$ cat config.mk
export PLATFORM = sky130hd
export DESIGN_NAME = coalescing_event_queue_top_flat
export DESIGN_NICKNAME = d
export VERILOG_FILES = /design/src/rtl/ceq_pkg.sv /design/src/rtl/ceq_in_if.sv /design/src/rtl/ceq_out_if.sv /design/src/rtl/coalescing_event_queue_top.sv /design/src/rtl/ceq_ctrl.sv /design/src/rtl/ceq_dp.sv /design/src/flat_wrapper.sv
export SDC_FILE = /design/constraint.sdc
export NUM_CORES = 1
export LEC_CHECK = 0
export BUFFER_PORTS_ARGS = -buffer_cell sky130_fd_sc_hd__buf_2
export CAP_MARGIN = 10
export CELL_PAD_IN_SITES_DETAIL_PLACEMENT = 0
export CELL_PAD_IN_SITES_GLOBAL_PLACEMENT = 1
export CORE_UTILIZATION = 35
export CTS_CLUSTER_SIZE = 16
export DETAILED_ROUTE_END_ITERATION = 16
export HOLD_SLACK_MARGIN = 0.05
export PLACE_DENSITY = 0.52
export SLEW_MARGIN = 20
export SYNTH_ARGS = -nofsm -noshare
export SYNTH_HDL_FRONTEND = slang
export SYNTH_SLANG_ARGS = --single-unit
$ cat constraint.sdc
create_clock -name clk -period 18.39 [get_ports clk]
set_input_delay 3.678 -clock clk [delete_from_list [all_inputs] [get_ports clk]]
set_output_delay 3.678 -clock clk [all_outputs]
set_load 0.03 [all_outputs]
$ cat src/rtl/ceq_pkg.sv
package ceq_pkg;

  localparam int DEPTH_DEF        = 16;
  localparam int PAYLOAD_BITS_DEF = 32;
  localparam int KIND_W           = 4;
  localparam int NUM_KINDS        = 16;
  localparam int SEQ_W            = 32;
  localparam int DROP_W           = 32;
  localparam int CAP_W            = 5;
  localparam int OCC_W            = 5;
  localparam int OP_W             = 2;
  localparam int STATUS_W         = 3;
  localparam int CFG_IDX_W        = 3;
  localparam int CFG_DATA_W       = 16;
  localparam logic [CAP_W-1:0] CAP_RESET = 5'd16;

  typedef enum logic [OP_W-1:0] {
    OP_ENQ   = 2'd0,
    OP_CLOSE = 2'd1,
    OP_POP   = 2'd2,
    OP_NONE  = 2'd3
  } op_t;

  typedef enum logic [STATUS_W-1:0] {
    ST_QUEUED    = 3'd0,
    ST_COALESCED = 3'd1,
    ST_DROPPED   = 3'd2,
    ST_POPPED    = 3'd3,
    ST_EMPTY     = 3'd4
  } status_t;

  typedef enum logic [CFG_IDX_W-1:0] {
    CFG_SUPPRESS = 3'd0,
    CFG_MASK     = 3'd1,
    CFG_KEEP     = 3'd2,
    CFG_CLOSE    = 3'd3,
    CFG_CAPACITY = 3'd4
  } cfg_idx_t;

  typedef enum logic [3:0] {
    S_IDLE,
    S_DISPATCH,
    S_ENQ,
    S_MRG_RD,
    S_MRG_CHK,
    S_FULL,
    S_VIC_RD,
    S_VIC_CHK,
    S_SHIFT,
    S_SH_RD,
    S_SH_WR,
    S_APPEND,
    S_POP_RD,
    S_POP_CHK,
    S_DONE
  } state_t;

  typedef struct packed {
    logic    capture;
    logic    set_close;
    logic    idx_zero;
    logic    idx_top;
    logic    idx_inc;
    logic    idx_dec;
    logic    rd_next;
    logic    wr_merge;
    logic    wr_shift;
    logic    wr_append;
    logic    drop_inc;
    logic    count_dec;
    logic    pop;
    logic    res_load;
    status_t res_status;
    logic    out_load;
  } cmd_t;

  typedef struct packed {
    logic in_fire;
    op_t  op;
    logic close_set;
    logic suppress;
    logic cap_zero;
    logic kind_merge;
    logic count_zero;
    logic rd_merge;
    logic rd_match;
    logic idx_zero;
    logic idx_last;
    logic full;
    logic shift_more;
    logic kind_keep;
    logic out_busy;
  } sts_t;

endpackage

$ cat src/rtl/ceq_in_if.sv
interface ceq_in_if #(
  parameter int PAYLOAD_BITS = ceq_pkg::PAYLOAD_BITS_DEF
) ();
  logic                        valid;
  logic                        ready;
  logic [ceq_pkg::OP_W-1:0]    op;
  logic [ceq_pkg::KIND_W-1:0]  event_kind;
  logic [PAYLOAD_BITS-1:0]     payload;

  modport source (output valid, output op, output event_kind, output payload, input ready);
  modport sink   (input valid, input op, input event_kind, input payload, output ready);
endinterface

$ cat src/rtl/ceq_out_if.sv
interface ceq_out_if #(
  parameter int PAYLOAD_BITS = ceq_pkg::PAYLOAD_BITS_DEF
) ();
  logic                          valid;
  logic                          ready;
  logic [ceq_pkg::STATUS_W-1:0]  status;
  logic [ceq_pkg::KIND_W-1:0]    out_kind;
  logic [PAYLOAD_BITS-1:0]       out_payload;
  logic [ceq_pkg::SEQ_W-1:0]     out_sequence;
  logic [ceq_pkg::DROP_W-1:0]    drop_total;
  logic [ceq_pkg::OCC_W-1:0]     occupancy;

  modport source (output valid, output status, output out_kind, output out_payload,
                  output out_sequence, output drop_total, output occupancy, input ready);
  modport sink   (input valid, input status, input out_kind, input out_payload,
                  input out_sequence, input drop_total, input occupancy, output ready);
endinterface

$ cat src/rtl/coalescing_event_queue_top.sv
// Flow: a latched close request or the unused op code is answered at dispatch, a suppressed
// or capacity-zero enqueue at the enqueue check, a pop after a head read and a plain append
// after the full check; an enqueue may first search, discard and shift.
// Throughput: one item at a time; a search step reads and checks a slot and a shift step reads
// and writes one, so backward coalesce, forward victim and shift-down walks set the cost.
// Reset: synchronous, active low; it clears the queue pointers, counters, close latch and
// configuration (capacity returns to 16). Slot contents are not cleared.
module coalescing_event_queue_top #(
  parameter int DEPTH        = ceq_pkg::DEPTH_DEF,
  parameter int PAYLOAD_BITS = ceq_pkg::PAYLOAD_BITS_DEF
) (
  input  logic                           clk,
  input  logic                           rst_n,
  ceq_in_if.sink                         in_chan,
  ceq_out_if.source                      out_chan,
  input  logic                           cfg_we,
  input  logic [ceq_pkg::CFG_IDX_W-1:0]  cfg_index,
  input  logic [ceq_pkg::CFG_DATA_W-1:0] cfg_wdata
);

  // The controller steps through the search, shift and append phases; the datapath
  // holds the slot memory, pointers, counters and the output register.
  ceq_pkg::cmd_t cmd;
  ceq_pkg::sts_t sts;
  logic          in_ready;
  logic          in_fire;

  assign in_chan.ready = in_ready;
  assign in_fire       = in_chan.valid && in_ready;

  ceq_ctrl u_ctrl (
    .clk      (clk),
    .rst_n    (rst_n),
    .sts      (sts),
    .cmd      (cmd),
    .in_ready (in_ready)
  );

  ceq_dp #(
    .DEPTH        (DEPTH),
    .PAYLOAD_BITS (PAYLOAD_BITS)
  ) u_dp (
    .clk          (clk),
    .rst_n        (rst_n),
    .cmd          (cmd),
    .sts          (sts),
    .in_fire      (in_fire),
    .in_op        (in_chan.op),
    .in_kind      (in_chan.event_kind),
    .in_payload   (in_chan.payload),
    .cfg_we       (cfg_we),
    .cfg_index    (cfg_index),
    .cfg_wdata    (cfg_wdata),
    .out_valid    (out_chan.valid),
    .out_ready    (out_chan.ready),
    .out_status   (out_chan.status),
    .out_kind     (out_chan.out_kind),
    .out_payload  (out_chan.out_payload),
    .out_sequence (out_chan.out_sequence),
    .out_drop     (out_chan.drop_total),
    .out_occ      (out_chan.occupancy)
  );

endmodule

$ cat src/rtl/ceq_ctrl.sv
module ceq_ctrl (
  input  logic          clk,
  input  logic          rst_n,
  input  ceq_pkg::sts_t sts,
  output ceq_pkg::cmd_t cmd,
  output logic          in_ready
);

  ceq_pkg::state_t state_r, state_nxt;

  always_ff @(posedge clk) begin
    if (!rst_n) begin
      state_r <= ceq_pkg::S_IDLE;
    end else begin
      state_r <= state_nxt;
    end
  end

  always_comb begin
    state_nxt = state_r;
    case (state_r)
      ceq_pkg::S_IDLE: begin
        if (sts.in_fire) state_nxt = ceq_pkg::S_DISPATCH;
      end
      ceq_pkg::S_DISPATCH: begin
        case (sts.op)
          ceq_pkg::OP_ENQ:   state_nxt = ceq_pkg::S_ENQ;
          ceq_pkg::OP_CLOSE: state_nxt = sts.close_set ? ceq_pkg::S_DONE : ceq_pkg::S_ENQ;
          ceq_pkg::OP_POP:   state_nxt = sts.count_zero ? ceq_pkg::S_DONE : ceq_pkg::S_POP_RD;
          default:           state_nxt = ceq_pkg::S_DONE;
        endcase
      end
      ceq_pkg::S_ENQ: begin
        if (sts.suppress || sts.cap_zero) state_nxt = ceq_pkg::S_DONE;
        else if (sts.kind_merge && !sts.count_zero) state_nxt = ceq_pkg::S_MRG_RD;
        else state_nxt = ceq_pkg::S_FULL;
      end
      ceq_pkg::S_MRG_RD: state_nxt = ceq_pkg::S_MRG_CHK;
      ceq_pkg::S_MRG_CHK: begin
        if (!sts.rd_merge) state_nxt = ceq_pkg::S_FULL;
        else if (sts.rd_match) state_nxt = ceq_pkg::S_DONE;
        else if (sts.idx_zero) state_nxt = ceq_pkg::S_FULL;
        else state_nxt = ceq_pkg::S_MRG_RD;
      end
      ceq_pkg::S_FULL: state_nxt = sts.full ? ceq_pkg::S_VIC_RD : ceq_pkg::S_APPEND;
      ceq_pkg::S_VIC_RD: state_nxt = ceq_pkg::S_VIC_CHK;
      ceq_pkg::S_VIC_CHK: begin
        if (sts.rd_merge) state_nxt = ceq_pkg::S_SHIFT;
        else if (sts.idx_last) state_nxt = sts.kind_keep ? ceq_pkg::S_SHIFT : ceq_pkg::S_DONE;
        else state_nxt = ceq_pkg::S_VIC_RD;
      end
      ceq_pkg::S_SHIFT: state_nxt = sts.shift_more ? ceq_pkg::S_SH_RD : ceq_pkg::S_APPEND;
      ceq_pkg::S_SH_RD: state_nxt = ceq_pkg::S_SH_WR;
      ceq_pkg::S_SH_WR: state_nxt = ceq_pkg::S_SHIFT;
      ceq_pkg::S_APPEND: state_nxt = ceq_pkg::S_DONE;
      ceq_pkg::S_POP_RD: state_nxt = ceq_pkg::S_POP_CHK;
      ceq_pkg::S_POP_CHK: state_nxt = ceq_pkg::S_DONE;
      ceq_pkg::S_DONE: begin
        if (!sts.out_busy) state_nxt = ceq_pkg::S_IDLE;
      end
      default: state_nxt = ceq_pkg::S_IDLE;
    endcase
  end

  always_comb begin
    cmd            = '0;
    cmd.res_status = ceq_pkg::ST_COALESCED;
    in_ready       = 1'b0;
    case (state_r)
      ceq_pkg::S_IDLE: begin
        in_ready    = 1'b1;
        cmd.capture = sts.in_fire;
      end
      ceq_pkg::S_DISPATCH: begin
        case (sts.op)
          ceq_pkg::OP_ENQ: ;
          ceq_pkg::OP_CLOSE: begin
            if (sts.close_set) cmd.res_load = 1'b1;
            else cmd.set_close = 1'b1;
          end
          ceq_pkg::OP_POP: begin
            if (sts.count_zero) begin
              cmd.res_load   = 1'b1;
              cmd.res_status = ceq_pkg::ST_EMPTY;
            end else begin
              cmd.idx_zero = 1'b1;
            end
          end
          default: cmd.res_load = 1'b1;
        endcase
      end
      ceq_pkg::S_ENQ: begin
        if (sts.suppress) begin
          cmd.res_load = 1'b1;
        end else if (sts.cap_zero) begin
          cmd.drop_inc   = 1'b1;
          cmd.res_load   = 1'b1;
          cmd.res_status = ceq_pkg::ST_DROPPED;
        end else if (sts.kind_merge && !sts.count_zero) begin
          cmd.idx_top = 1'b1;
        end
      end
      ceq_pkg::S_MRG_CHK: begin
        if (sts.rd_merge && sts.rd_match) begin
          cmd.wr_merge = 1'b1;
          cmd.res_load = 1'b1;
        end else if (sts.rd_merge && !sts.idx_zero) begin
          cmd.idx_dec = 1'b1;
        end
      end
      ceq_pkg::S_FULL: begin
        cmd.idx_zero = sts.full;
      end
      ceq_pkg::S_VIC_CHK: begin
        if (!sts.rd_merge) begin
          if (sts.idx_last) begin
            if (sts.kind_keep) begin
              cmd.idx_zero = 1'b1;
            end else begin
              cmd.drop_inc   = 1'b1;
              cmd.res_load   = 1'b1;
              cmd.res_status = ceq_pkg::ST_DROPPED;
            end
          end else begin
            cmd.idx_inc = 1'b1;
          end
        end
      end
      ceq_pkg::S_SHIFT: begin
        if (!sts.shift_more) begin
          cmd.count_dec = 1'b1;
          cmd.drop_inc  = 1'b1;
        end
      end
      ceq_pkg::S_SH_RD: cmd.rd_next = 1'b1;
      ceq_pkg::S_SH_WR: begin
        cmd.wr_shift = 1'b1;
        cmd.idx_inc  = 1'b1;
      end
      ceq_pkg::S_APPEND: begin
        cmd.wr_append  = 1'b1;
        cmd.res_load   = 1'b1;
        cmd.res_status = ceq_pkg::ST_QUEUED;
      end
      ceq_pkg::S_POP_CHK: begin
        cmd.pop        = 1'b1;
        cmd.res_load   = 1'b1;
        cmd.res_status = ceq_pkg::ST_POPPED;
      end
      ceq_pkg::S_DONE: cmd.out_load = !sts.out_busy;
      default: ;
    endcase
  end

endmodule

$ cat src/rtl/ceq_dp.sv
module ceq_dp #(
  parameter int DEPTH        = ceq_pkg::DEPTH_DEF,
  parameter int PAYLOAD_BITS = ceq_pkg::PAYLOAD_BITS_DEF
) (
  input  logic                             clk,
  input  logic                             rst_n,
  input  ceq_pkg::cmd_t                    cmd,
  output ceq_pkg::sts_t                    sts,
  input  logic                             in_fire,
  input  logic [ceq_pkg::OP_W-1:0]         in_op,
  input  logic [ceq_pkg::KIND_W-1:0]       in_kind,
  input  logic [PAYLOAD_BITS-1:0]          in_payload,
  input  logic                             cfg_we,
  input  logic [ceq_pkg::CFG_IDX_W-1:0]    cfg_index,
  input  logic [ceq_pkg::CFG_DATA_W-1:0]   cfg_wdata,
  output logic                             out_valid,
  input  logic                             out_ready,
  output logic [ceq_pkg::STATUS_W-1:0]     out_status,
  output logic [ceq_pkg::KIND_W-1:0]       out_kind,
  output logic [PAYLOAD_BITS-1:0]          out_payload,
  output logic [ceq_pkg::SEQ_W-1:0]        out_sequence,
  output logic [ceq_pkg::DROP_W-1:0]       out_drop,
  output logic [ceq_pkg::OCC_W-1:0]        out_occ
);

  localparam int AW   = (DEPTH > 1) ? $clog2(DEPTH) : 1;
  localparam int CW   = $clog2(DEPTH + 1);
  localparam int CMPW = (CW > ceq_pkg::CAP_W) ? CW : ceq_pkg::CAP_W;
  localparam int EW   = ceq_pkg::KIND_W + PAYLOAD_BITS + ceq_pkg::SEQ_W;

  // configuration
  logic                            suppress_r;
  logic [ceq_pkg::NUM_KINDS-1:0]   mask_r;
  logic [ceq_pkg::KIND_W-1:0]      keep_r;
  logic [ceq_pkg::KIND_W-1:0]      close_kind_r;
  logic [ceq_pkg::CAP_W-1:0]       cap_r;

  // queue state
  logic [AW-1:0]                   head_r;
  logic [CW-1:0]                   count_r;
  logic [CW-1:0]                   idx_r;
  logic [ceq_pkg::DROP_W-1:0]      drop_r;
  logic [ceq_pkg::SEQ_W-1:0]       seq_r;
  logic                            close_r;

  // current item
  ceq_pkg::op_t                    op_r;
  logic [ceq_pkg::KIND_W-1:0]      kind_r;
  logic [PAYLOAD_BITS-1:0]         data_r;

  // result held until the output register is free
  ceq_pkg::status_t                res_status_r;
  logic [ceq_pkg::KIND_W-1:0]      res_kind_r;
  logic [PAYLOAD_BITS-1:0]         res_pay_r;
  logic [ceq_pkg::SEQ_W-1:0]       res_seq_r;

  logic                            out_valid_r;
  ceq_pkg::status_t                out_status_r;
  logic [ceq_pkg::KIND_W-1:0]      out_kind_r;
  logic [PAYLOAD_BITS-1:0]         out_pay_r;
  logic [ceq_pkg::SEQ_W-1:0]       out_seq_r;
  logic [ceq_pkg::DROP_W-1:0]      out_drop_r;
  logic [ceq_pkg::OCC_W-1:0]       out_occ_r;

  logic [EW-1:0]                   mem [DEPTH];
  logic [EW-1:0]                   rd_r;

  logic [ceq_pkg::KIND_W-1:0]      rd_kind;
  logic [PAYLOAD_BITS-1:0]         rd_pay;
  logic [ceq_pkg::SEQ_W-1:0]       rd_seq;
  logic [CW:0]                     rd_sum, wr_sum;
  logic [CW-1:0]                   rd_log, wr_log;
  logic [AW-1:0]                   rd_addr, wr_addr;
  logic                            wr_en;
  logic [EW-1:0]                   wr_data;
  logic [CMPW-1:0]                 cap_eff;

  assign rd_kind = rd_r[EW-1 -: ceq_pkg::KIND_W];
  assign rd_pay  = rd_r[ceq_pkg::SEQ_W +: PAYLOAD_BITS];
  assign rd_seq  = rd_r[ceq_pkg::SEQ_W-1:0];

  // Logical to physical slot: head plus offset, folded once around the ring.
  always_comb begin
    rd_log  = cmd.rd_next ? (idx_r + CW'(1)) : idx_r;
    wr_log  = cmd.wr_append ? count_r : idx_r;
    rd_sum  = (CW+1)'(head_r) + (CW+1)'(rd_log);
    wr_sum  = (CW+1)'(head_r) + (CW+1)'(wr_log);
    rd_addr = (rd_sum >= (CW+1)'(DEPTH)) ? AW'(rd_sum - (CW+1)'(DEPTH)) : AW'(rd_sum);
    wr_addr = (wr_sum >= (CW+1)'(DEPTH)) ? AW'(wr_sum - (CW+1)'(DEPTH)) : AW'(wr_sum);
    wr_en   = cmd.wr_merge | cmd.wr_shift | cmd.wr_append;
    if (cmd.wr_append) wr_data = {kind_r, data_r, seq_r};
    else if (cmd.wr_merge) wr_data = {rd_kind, data_r, rd_seq};
    else wr_data = rd_r;
  end

  always_ff @(posedge clk) begin
    if (wr_en) mem[wr_addr] <= wr_data;
    rd_r <= mem[rd_addr];
  end

  always_comb begin
    cap_eff = (CMPW'(cap_r) > CMPW'(DEPTH)) ? CMPW'(DEPTH) : CMPW'(cap_r);
    sts.in_fire    = in_fire;
    sts.op         = op_r;
    sts.close_set  = close_r;
    sts.suppress   = suppress_r;
    sts.cap_zero   = (cap_r == '0);
    sts.kind_merge = mask_r[kind_r];
    sts.count_zero = (count_r == '0);
    sts.rd_merge   = mask_r[rd_kind];
    sts.rd_match   = (rd_kind == kind_r);
    sts.idx_zero   = (idx_r == '0);
    sts.idx_last   = (idx_r == count_r - CW'(1));
    sts.full       = (CMPW'(count_r) >= cap_eff);
    sts.shift_more = ((CW+1)'(idx_r) + (CW+1)'(1)) < (CW+1)'(count_r);
    sts.kind_keep  = (kind_r == keep_r);
    sts.out_busy   = out_valid_r && !out_ready;
  end

  always_ff @(posedge clk) begin
    if (!rst_n) begin
      suppress_r   <= 1'b0;
      mask_r       <= '0;
      keep_r       <= '0;
      close_kind_r <= '0;
      cap_r        <= ceq_pkg::CAP_RESET;
    end else if (cfg_we) begin
      case (cfg_index)
        ceq_pkg::CFG_SUPPRESS: suppress_r   <= cfg_wdata[0];
        ceq_pkg::CFG_MASK:     mask_r       <= cfg_wdata[ceq_pkg::NUM_KINDS-1:0];
        ceq_pkg::CFG_KEEP:     keep_r       <= cfg_wdata[ceq_pkg::KIND_W-1:0];
        ceq_pkg::CFG_CLOSE:    close_kind_r <= cfg_wdata[ceq_pkg::KIND_W-1:0];
        ceq_pkg::CFG_CAPACITY: cap_r        <= cfg_wdata[ceq_pkg::CAP_W-1:0];
        default: ;
      endcase
    end
  end

  always_ff @(posedge clk) begin
    if (!rst_n) begin
      head_r      <= '0;
      count_r     <= '0;
      idx_r       <= '0;
      drop_r      <= '0;
      seq_r       <= '0;
      close_r     <= 1'b0;
      out_valid_r <= 1'b0;
    end else begin
      if (cmd.set_close) close_r <= 1'b1;
      if (cmd.idx_zero) idx_r <= '0;
      else if (cmd.idx_top) idx_r <= count_r - CW'(1);
      else if (cmd.idx_inc) idx_r <= idx_r + CW'(1);
      else if (cmd.idx_dec) idx_r <= idx_r - CW'(1);
      if (cmd.drop_inc) drop_r <= drop_r + ceq_pkg::DROP_W'(1);
      if (cmd.wr_append) begin
        seq_r   <= seq_r + ceq_pkg::SEQ_W'(1);
        count_r <= count_r + CW'(1);
      end else if (cmd.count_dec || cmd.pop) begin
        count_r <= count_r - CW'(1);
      end
      if (cmd.pop) head_r <= (head_r == AW'(DEPTH - 1)) ? '0 : head_r + AW'(1);
      if (cmd.out_load) out_valid_r <= 1'b1;
      else if (out_ready) out_valid_r <= 1'b0;
    end
  end

  always_ff @(posedge clk) begin
    if (cmd.capture) begin
      op_r   <= ceq_pkg::op_t'(in_op);
      kind_r <= (ceq_pkg::op_t'(in_op) == ceq_pkg::OP_CLOSE) ? close_kind_r : in_kind;
      data_r <= in_payload;
    end
    if (cmd.res_load) begin
      res_status_r <= cmd.res_status;
      res_kind_r   <= cmd.pop ? rd_kind : '0;
      res_pay_r    <= cmd.pop ? rd_pay : '0;
      res_seq_r    <= cmd.pop ? rd_seq : '0;
    end
    if (cmd.out_load) begin
      out_status_r <= res_status_r;
      out_kind_r   <= res_kind_r;
      out_pay_r    <= res_pay_r;
      out_seq_r    <= res_seq_r;
      out_drop_r   <= drop_r;
      out_occ_r    <= ceq_pkg::OCC_W'(count_r);
    end
  end

  assign out_valid    = out_valid_r;
  assign out_status   = out_status_r;
  assign out_kind     = out_kind_r;
  assign out_payload  = out_pay_r;
  assign out_sequence = out_seq_r;
  assign out_drop     = out_drop_r;
  assign out_occ      = out_occ_r;

endmodule
$ cat src/flat_wrapper.sv
// flat-port wrapper written by rule: the top's interface ports become plain ports
module coalescing_event_queue_top_flat 
#(
  parameter int DEPTH        = ceq_pkg::DEPTH_DEF,
  parameter int PAYLOAD_BITS = ceq_pkg::PAYLOAD_BITS_DEF
)
  (clk, rst_n, cfg_we, cfg_index, cfg_wdata, in_chan_valid, in_chan_op, in_chan_event_kind, in_chan_payload, in_chan_ready, out_chan_valid, out_chan_status, out_chan_out_kind, out_chan_out_payload, out_chan_out_sequence, out_chan_drop_total, out_chan_occupancy, out_chan_ready);
  ceq_in_if #(.PAYLOAD_BITS(PAYLOAD_BITS)) in_chan_i ();
  ceq_out_if #(.PAYLOAD_BITS(PAYLOAD_BITS)) out_chan_i ();
  input  logic clk;
  input  logic rst_n;
  input  logic cfg_we;
  input  logic [ceq_pkg::CFG_IDX_W-1:0] cfg_index;
  input  logic [ceq_pkg::CFG_DATA_W-1:0] cfg_wdata;
  input wire logic [$bits(in_chan_i.valid)-1:0] in_chan_valid;
  input wire logic [$bits(in_chan_i.op)-1:0] in_chan_op;
  input wire logic [$bits(in_chan_i.event_kind)-1:0] in_chan_event_kind;
  input wire logic [$bits(in_chan_i.payload)-1:0] in_chan_payload;
  output wire logic [$bits(in_chan_i.ready)-1:0] in_chan_ready;
  output wire logic [$bits(out_chan_i.valid)-1:0] out_chan_valid;
  output wire logic [$bits(out_chan_i.status)-1:0] out_chan_status;
  output wire logic [$bits(out_chan_i.out_kind)-1:0] out_chan_out_kind;
  output wire logic [$bits(out_chan_i.out_payload)-1:0] out_chan_out_payload;
  output wire logic [$bits(out_chan_i.out_sequence)-1:0] out_chan_out_sequence;
  output wire logic [$bits(out_chan_i.drop_total)-1:0] out_chan_drop_total;
  output wire logic [$bits(out_chan_i.occupancy)-1:0] out_chan_occupancy;
  input wire logic [$bits(out_chan_i.ready)-1:0] out_chan_ready;
  assign in_chan_i.valid = in_chan_valid;
  assign in_chan_i.op = in_chan_op;
  assign in_chan_i.event_kind = in_chan_event_kind;
  assign in_chan_i.payload = in_chan_payload;
  assign in_chan_ready = in_chan_i.ready;
  assign out_chan_valid = out_chan_i.valid;
  assign out_chan_status = out_chan_i.status;
  assign out_chan_out_kind = out_chan_i.out_kind;
  assign out_chan_out_payload = out_chan_i.out_payload;
  assign out_chan_out_sequence = out_chan_i.out_sequence;
  assign out_chan_drop_total = out_chan_i.drop_total;
  assign out_chan_occupancy = out_chan_i.occupancy;
  assign out_chan_i.ready = out_chan_ready;
  coalescing_event_queue_top #(.DEPTH(DEPTH), .PAYLOAD_BITS(PAYLOAD_BITS)) u_core (.clk(clk), .rst_n(rst_n), .in_chan(in_chan_i), .out_chan(out_chan_i), .cfg_we(cfg_we), .cfg_index(cfg_index), .cfg_wdata(cfg_wdata));
endmodule
==> out/results.tsv <==
stage	metric	value	unit
status	status	completed	
floorplan	Die X	404	µm
logic_synthesis	Netlist cell types	71	
timing	worst rel slew slack	0.262	
detailed_routing	Via density	5.06	
final_layout	Multi-input gate area	13200	µm²
final_layout	Final Non-Filler Cells	5388	
logic_synthesis	Synth Register Bits	1487	
cts	clk sink count	1487	
detailed_routing	drt first pass iters	5	
final_layout	Filler cells	14200	
timing	Final setup viols	0	
detailed_routing	drt first-iter violations	2034	
cts	CTS tree	built	
cts	clk buf depth	3	
logic_synthesis	Seq/Total Area, Yosys	0.759	
placement	HPWL Detailed	73800	µm
worst_setup_path	CP Class	flop to flop	
logic_synthesis	area leader, netlist	edfxtp_1	
floorplan	Core Box Area	160000	µm²
global_routing	initial antenna violation count	4	
cts	post_cts resized	0	
worst_hold_path	worst hold-check path type	flop to flop	
cts	hold buffers post-CTS	0	
floorplan	Die H	404	µm
cts	TritonCTS buffer count	163	
logic_synthesis	post-synthesis area per instance	20.0	µm²
floorplan	die area	163000	µm²
worst_setup_path	crit end category	flop	
power	Peak VDD IR	0.0942	mV
detailed_routing	WL/cell	25.7	µm
logic_synthesis	Synth area leaders	edfxtp_1 (69%), mux4_2 (14%), dfxtp_1 (6.5%)	
timing	Tcrit/Tclk final	0.328	
floorplan	Cell Rows	147	
logic_synthesis	syn_nets	2918	
placement	placed cells	5079	
final_layout	P&R area growth vs syn	15.8	%
logic_synthesis	most used standard cell by instance count after synthesis	edfxtp_1	
timing	RSZ-0062 raised after global routing	false	
detailed_routing	# DRC	0	
global_routing	largest net degree at the start of global routing	109	
floorplan	Starting Density	0.352	
logic_synthesis	share of the synthesized area in the top cell type	0.694	
final_layout	Storage cell area	42800	µm²
logic_synthesis	Main synth FF type	edfxtp_1	
floorplan	I/O pin count	172	
timing	setup_tns	0	ns
power	Leak	20.8	nW
placement	gpl congestion	0.748	
cts	latest clock arrival within the worst-skew pair	0.80	ns
logic_synthesis	Post-synth EDFFs	1305	
placement	I/O Buffers	171	
final_layout	Nets	3172	
global_routing	first-pass GRT wire length	203000	µm
power	final total power	8.57	mW
cts	Setup Buffers After CTS	0	
worst_setup_path	CP Max Fanout	35	
logic_synthesis	ys async rst share	0	
worst_setup_path	Req. time, crit path	18.81	ns
final_layout	layout cell share with drive strength beyond 1	0.277	
global_routing	GRT overflow	0	
timing	hold_ws	0.418	ns
worst_setup_path	Crit path arrival time	6.44	ns
detailed_routing	via count	27300	
final_layout	Layout Utilization	0.408	
timing	Slew Viols, Final	0	
timing	Slew @ Worst Pin	1.11	ns
cts	CTS clk-pin slew, worst paths	0.06	ns
detailed_routing	Routed Antenna Nets	0	
cts	H-tree depth	4	
timing	post-route minimum period	6.02	ns
logic_synthesis	Warnings, synthesis	0	
logic_synthesis	Cells after Synth	2830	
global_routing	vias in the first global route	29000	
timing	skew final	0.0437	ns
logic_synthesis	list of most frequent post-synthesis cells	edfxtp_1 (1305), mux4_2 (347), nand2_1 (196)	
cts	CTS root buffer	clkbuf_16	
job	maxcap violations	0	
timing	Fin. Hold Viols	0	
logic_synthesis	mapped cell area	56500	µm²
global_routing	GRT Util Overall	0.171	
power	pwr dens	131	nW/µm²
worst_setup_path	crit path launch type	flop	
timing	max frequency	0.166	GHz
detailed_routing	final wirelength	138000	µm
[final cells by class]
type,count,share of cell area
Timing Repair Buffer,230,0.0204
Sequential cell,1487,0.655
Antenna cell,4,0.000153
Inverter,24,0.00140
Clock inverter,75,0.0117
Multi-Input combinational cell,1178,0.201
Clock buffer,230,0.0690
Tap cell,2160,0.0413
[per-stage QoR]
stage	instance area (µm²)	setup WS, ns
floorplan	56500	5.98
global placement	60100	12.30
detailed placement	60100	12.31
CTS	65400	12.29
global route	65400	12.08
finish	65400	12.37
[kinds of logic after synthesis]
group | count (synthesis) | synth area share
fa+ha+maj | 26 | 0.00603
simple gates | 512 | 0.0436
flops | 1487 | 0.759
xor+xnor | 77 | 0.0122
mux | 405 | 0.150
compound gates | 158 | 0.0183
buf+inv | 165 | 0.0118
[registers in the layout, indices dropped and copies added (netlist names), 16 cells and up]
| name | flops |
|---|---|
| u_core.u_dp.out_drop | 32 |
| u_core.u_dp.drop_r | 32 |
| u_core.u_dp.res_seq_r | 32 |
| u_core.u_dp.mem | 1088 |
| u_core.u_dp.rd_r | 68 |
| u_core.u_dp.mask_r | 16 |
| u_core.u_dp.out_payload | 32 |
| u_core.u_dp.seq_r | 32 |
| u_core.u_dp.res_pay_r | 32 |
| u_core.u_dp.data_r | 32 |
| u_core.u_dp.out_sequence | 32 |
[critical path, cell delays in order, from the launching register on]
cell	delay, ns
dfxtp_1	0.75
nand3_2	0.65
buf_4	0.53
a21o_1	0.26
ha_1	0.30
a21o_1	0.18
a21oi_1	0.18
xnor2_1	0.21
xor2_1	0.13
or3_1	0.55
nor2_4	0.74
buf_4	0.46
buf_4	0.67
[layer usage]
layer,wire [µm],global-route usage,up-vias
met2,67700,0.281,641
met1,62400,0.239,14600
li1,-,-,11900
met4,2520,0.0420,0
met5,0,0,-
met3,5830,0.0283,182
[worst paths after layout]
| path | from | to | slack, ns | cells after the start |
|---|---|---|---|---|
| worst max register to register | u_core.u_ctrl.state_r[3] | u_core.u_dp.mem[12][47] | 12.37 | 12 |
| worst max-delay path | u_core.u_ctrl.state_r[3] | u_core.u_dp.mem[12][47] | 12.37 | 12 |
| worst min register to register | u_core.u_dp.res_seq_r[21] | u_core.u_dp.out_sequence[21] | 0.42 | 0 |
| worst min-delay path | u_core.u_dp.res_seq_r[21] | u_core.u_dp.out_sequence[21] | 0.42 | 0 |
[layout by cell type (no fill, tap or decap), types with 6 or more instances in the layout]
cell / n
a21oi_1: 54
and2_1: 73
and3_1: 15
and4_1: 6
buf_2: 171
buf_4: 56
bufinv_16: 6
clkbuf_1: 49
clkbuf_16: 163
clkbuf_8: 18
clkinv_1: 16
clkinv_2: 30
clkinvlp_4: 6
dfxtp_1: 182
edfxtp_1: 1305
ha_1: 23
inv_1: 23
mux2_2: 37
mux2i_1: 21
mux4_2: 347
nand2_1: 196
nand2b_1: 11
nand3_1: 22
nand4_1: 15
nor2_1: 93
nor2_4: 16
nor2b_1: 8
o2111ai_1: 6
o211ai_1: 14
o21a_1: 7
o21ai_0: 31
or3_1: 22
or4_1: 6
xnor2_1: 35
xor2_1: 39
[power by group]
| group | switching (mW) | leakage [nW] | total [mW] | internal, mW |
|---|---|---|---|---|
| clock network | 1.36 | 2.56 | 3.17 | 1.82 |
| logic | 0.705 | 5.01 | 1.17 | 0.469 |
| registers | 0.120 | 13.3 | 4.22 | 4.10 |
| total | 2.18 | 20.8 | 8.57 | 6.38 |
No activity file was read; power rests on OpenSTA's default activity.
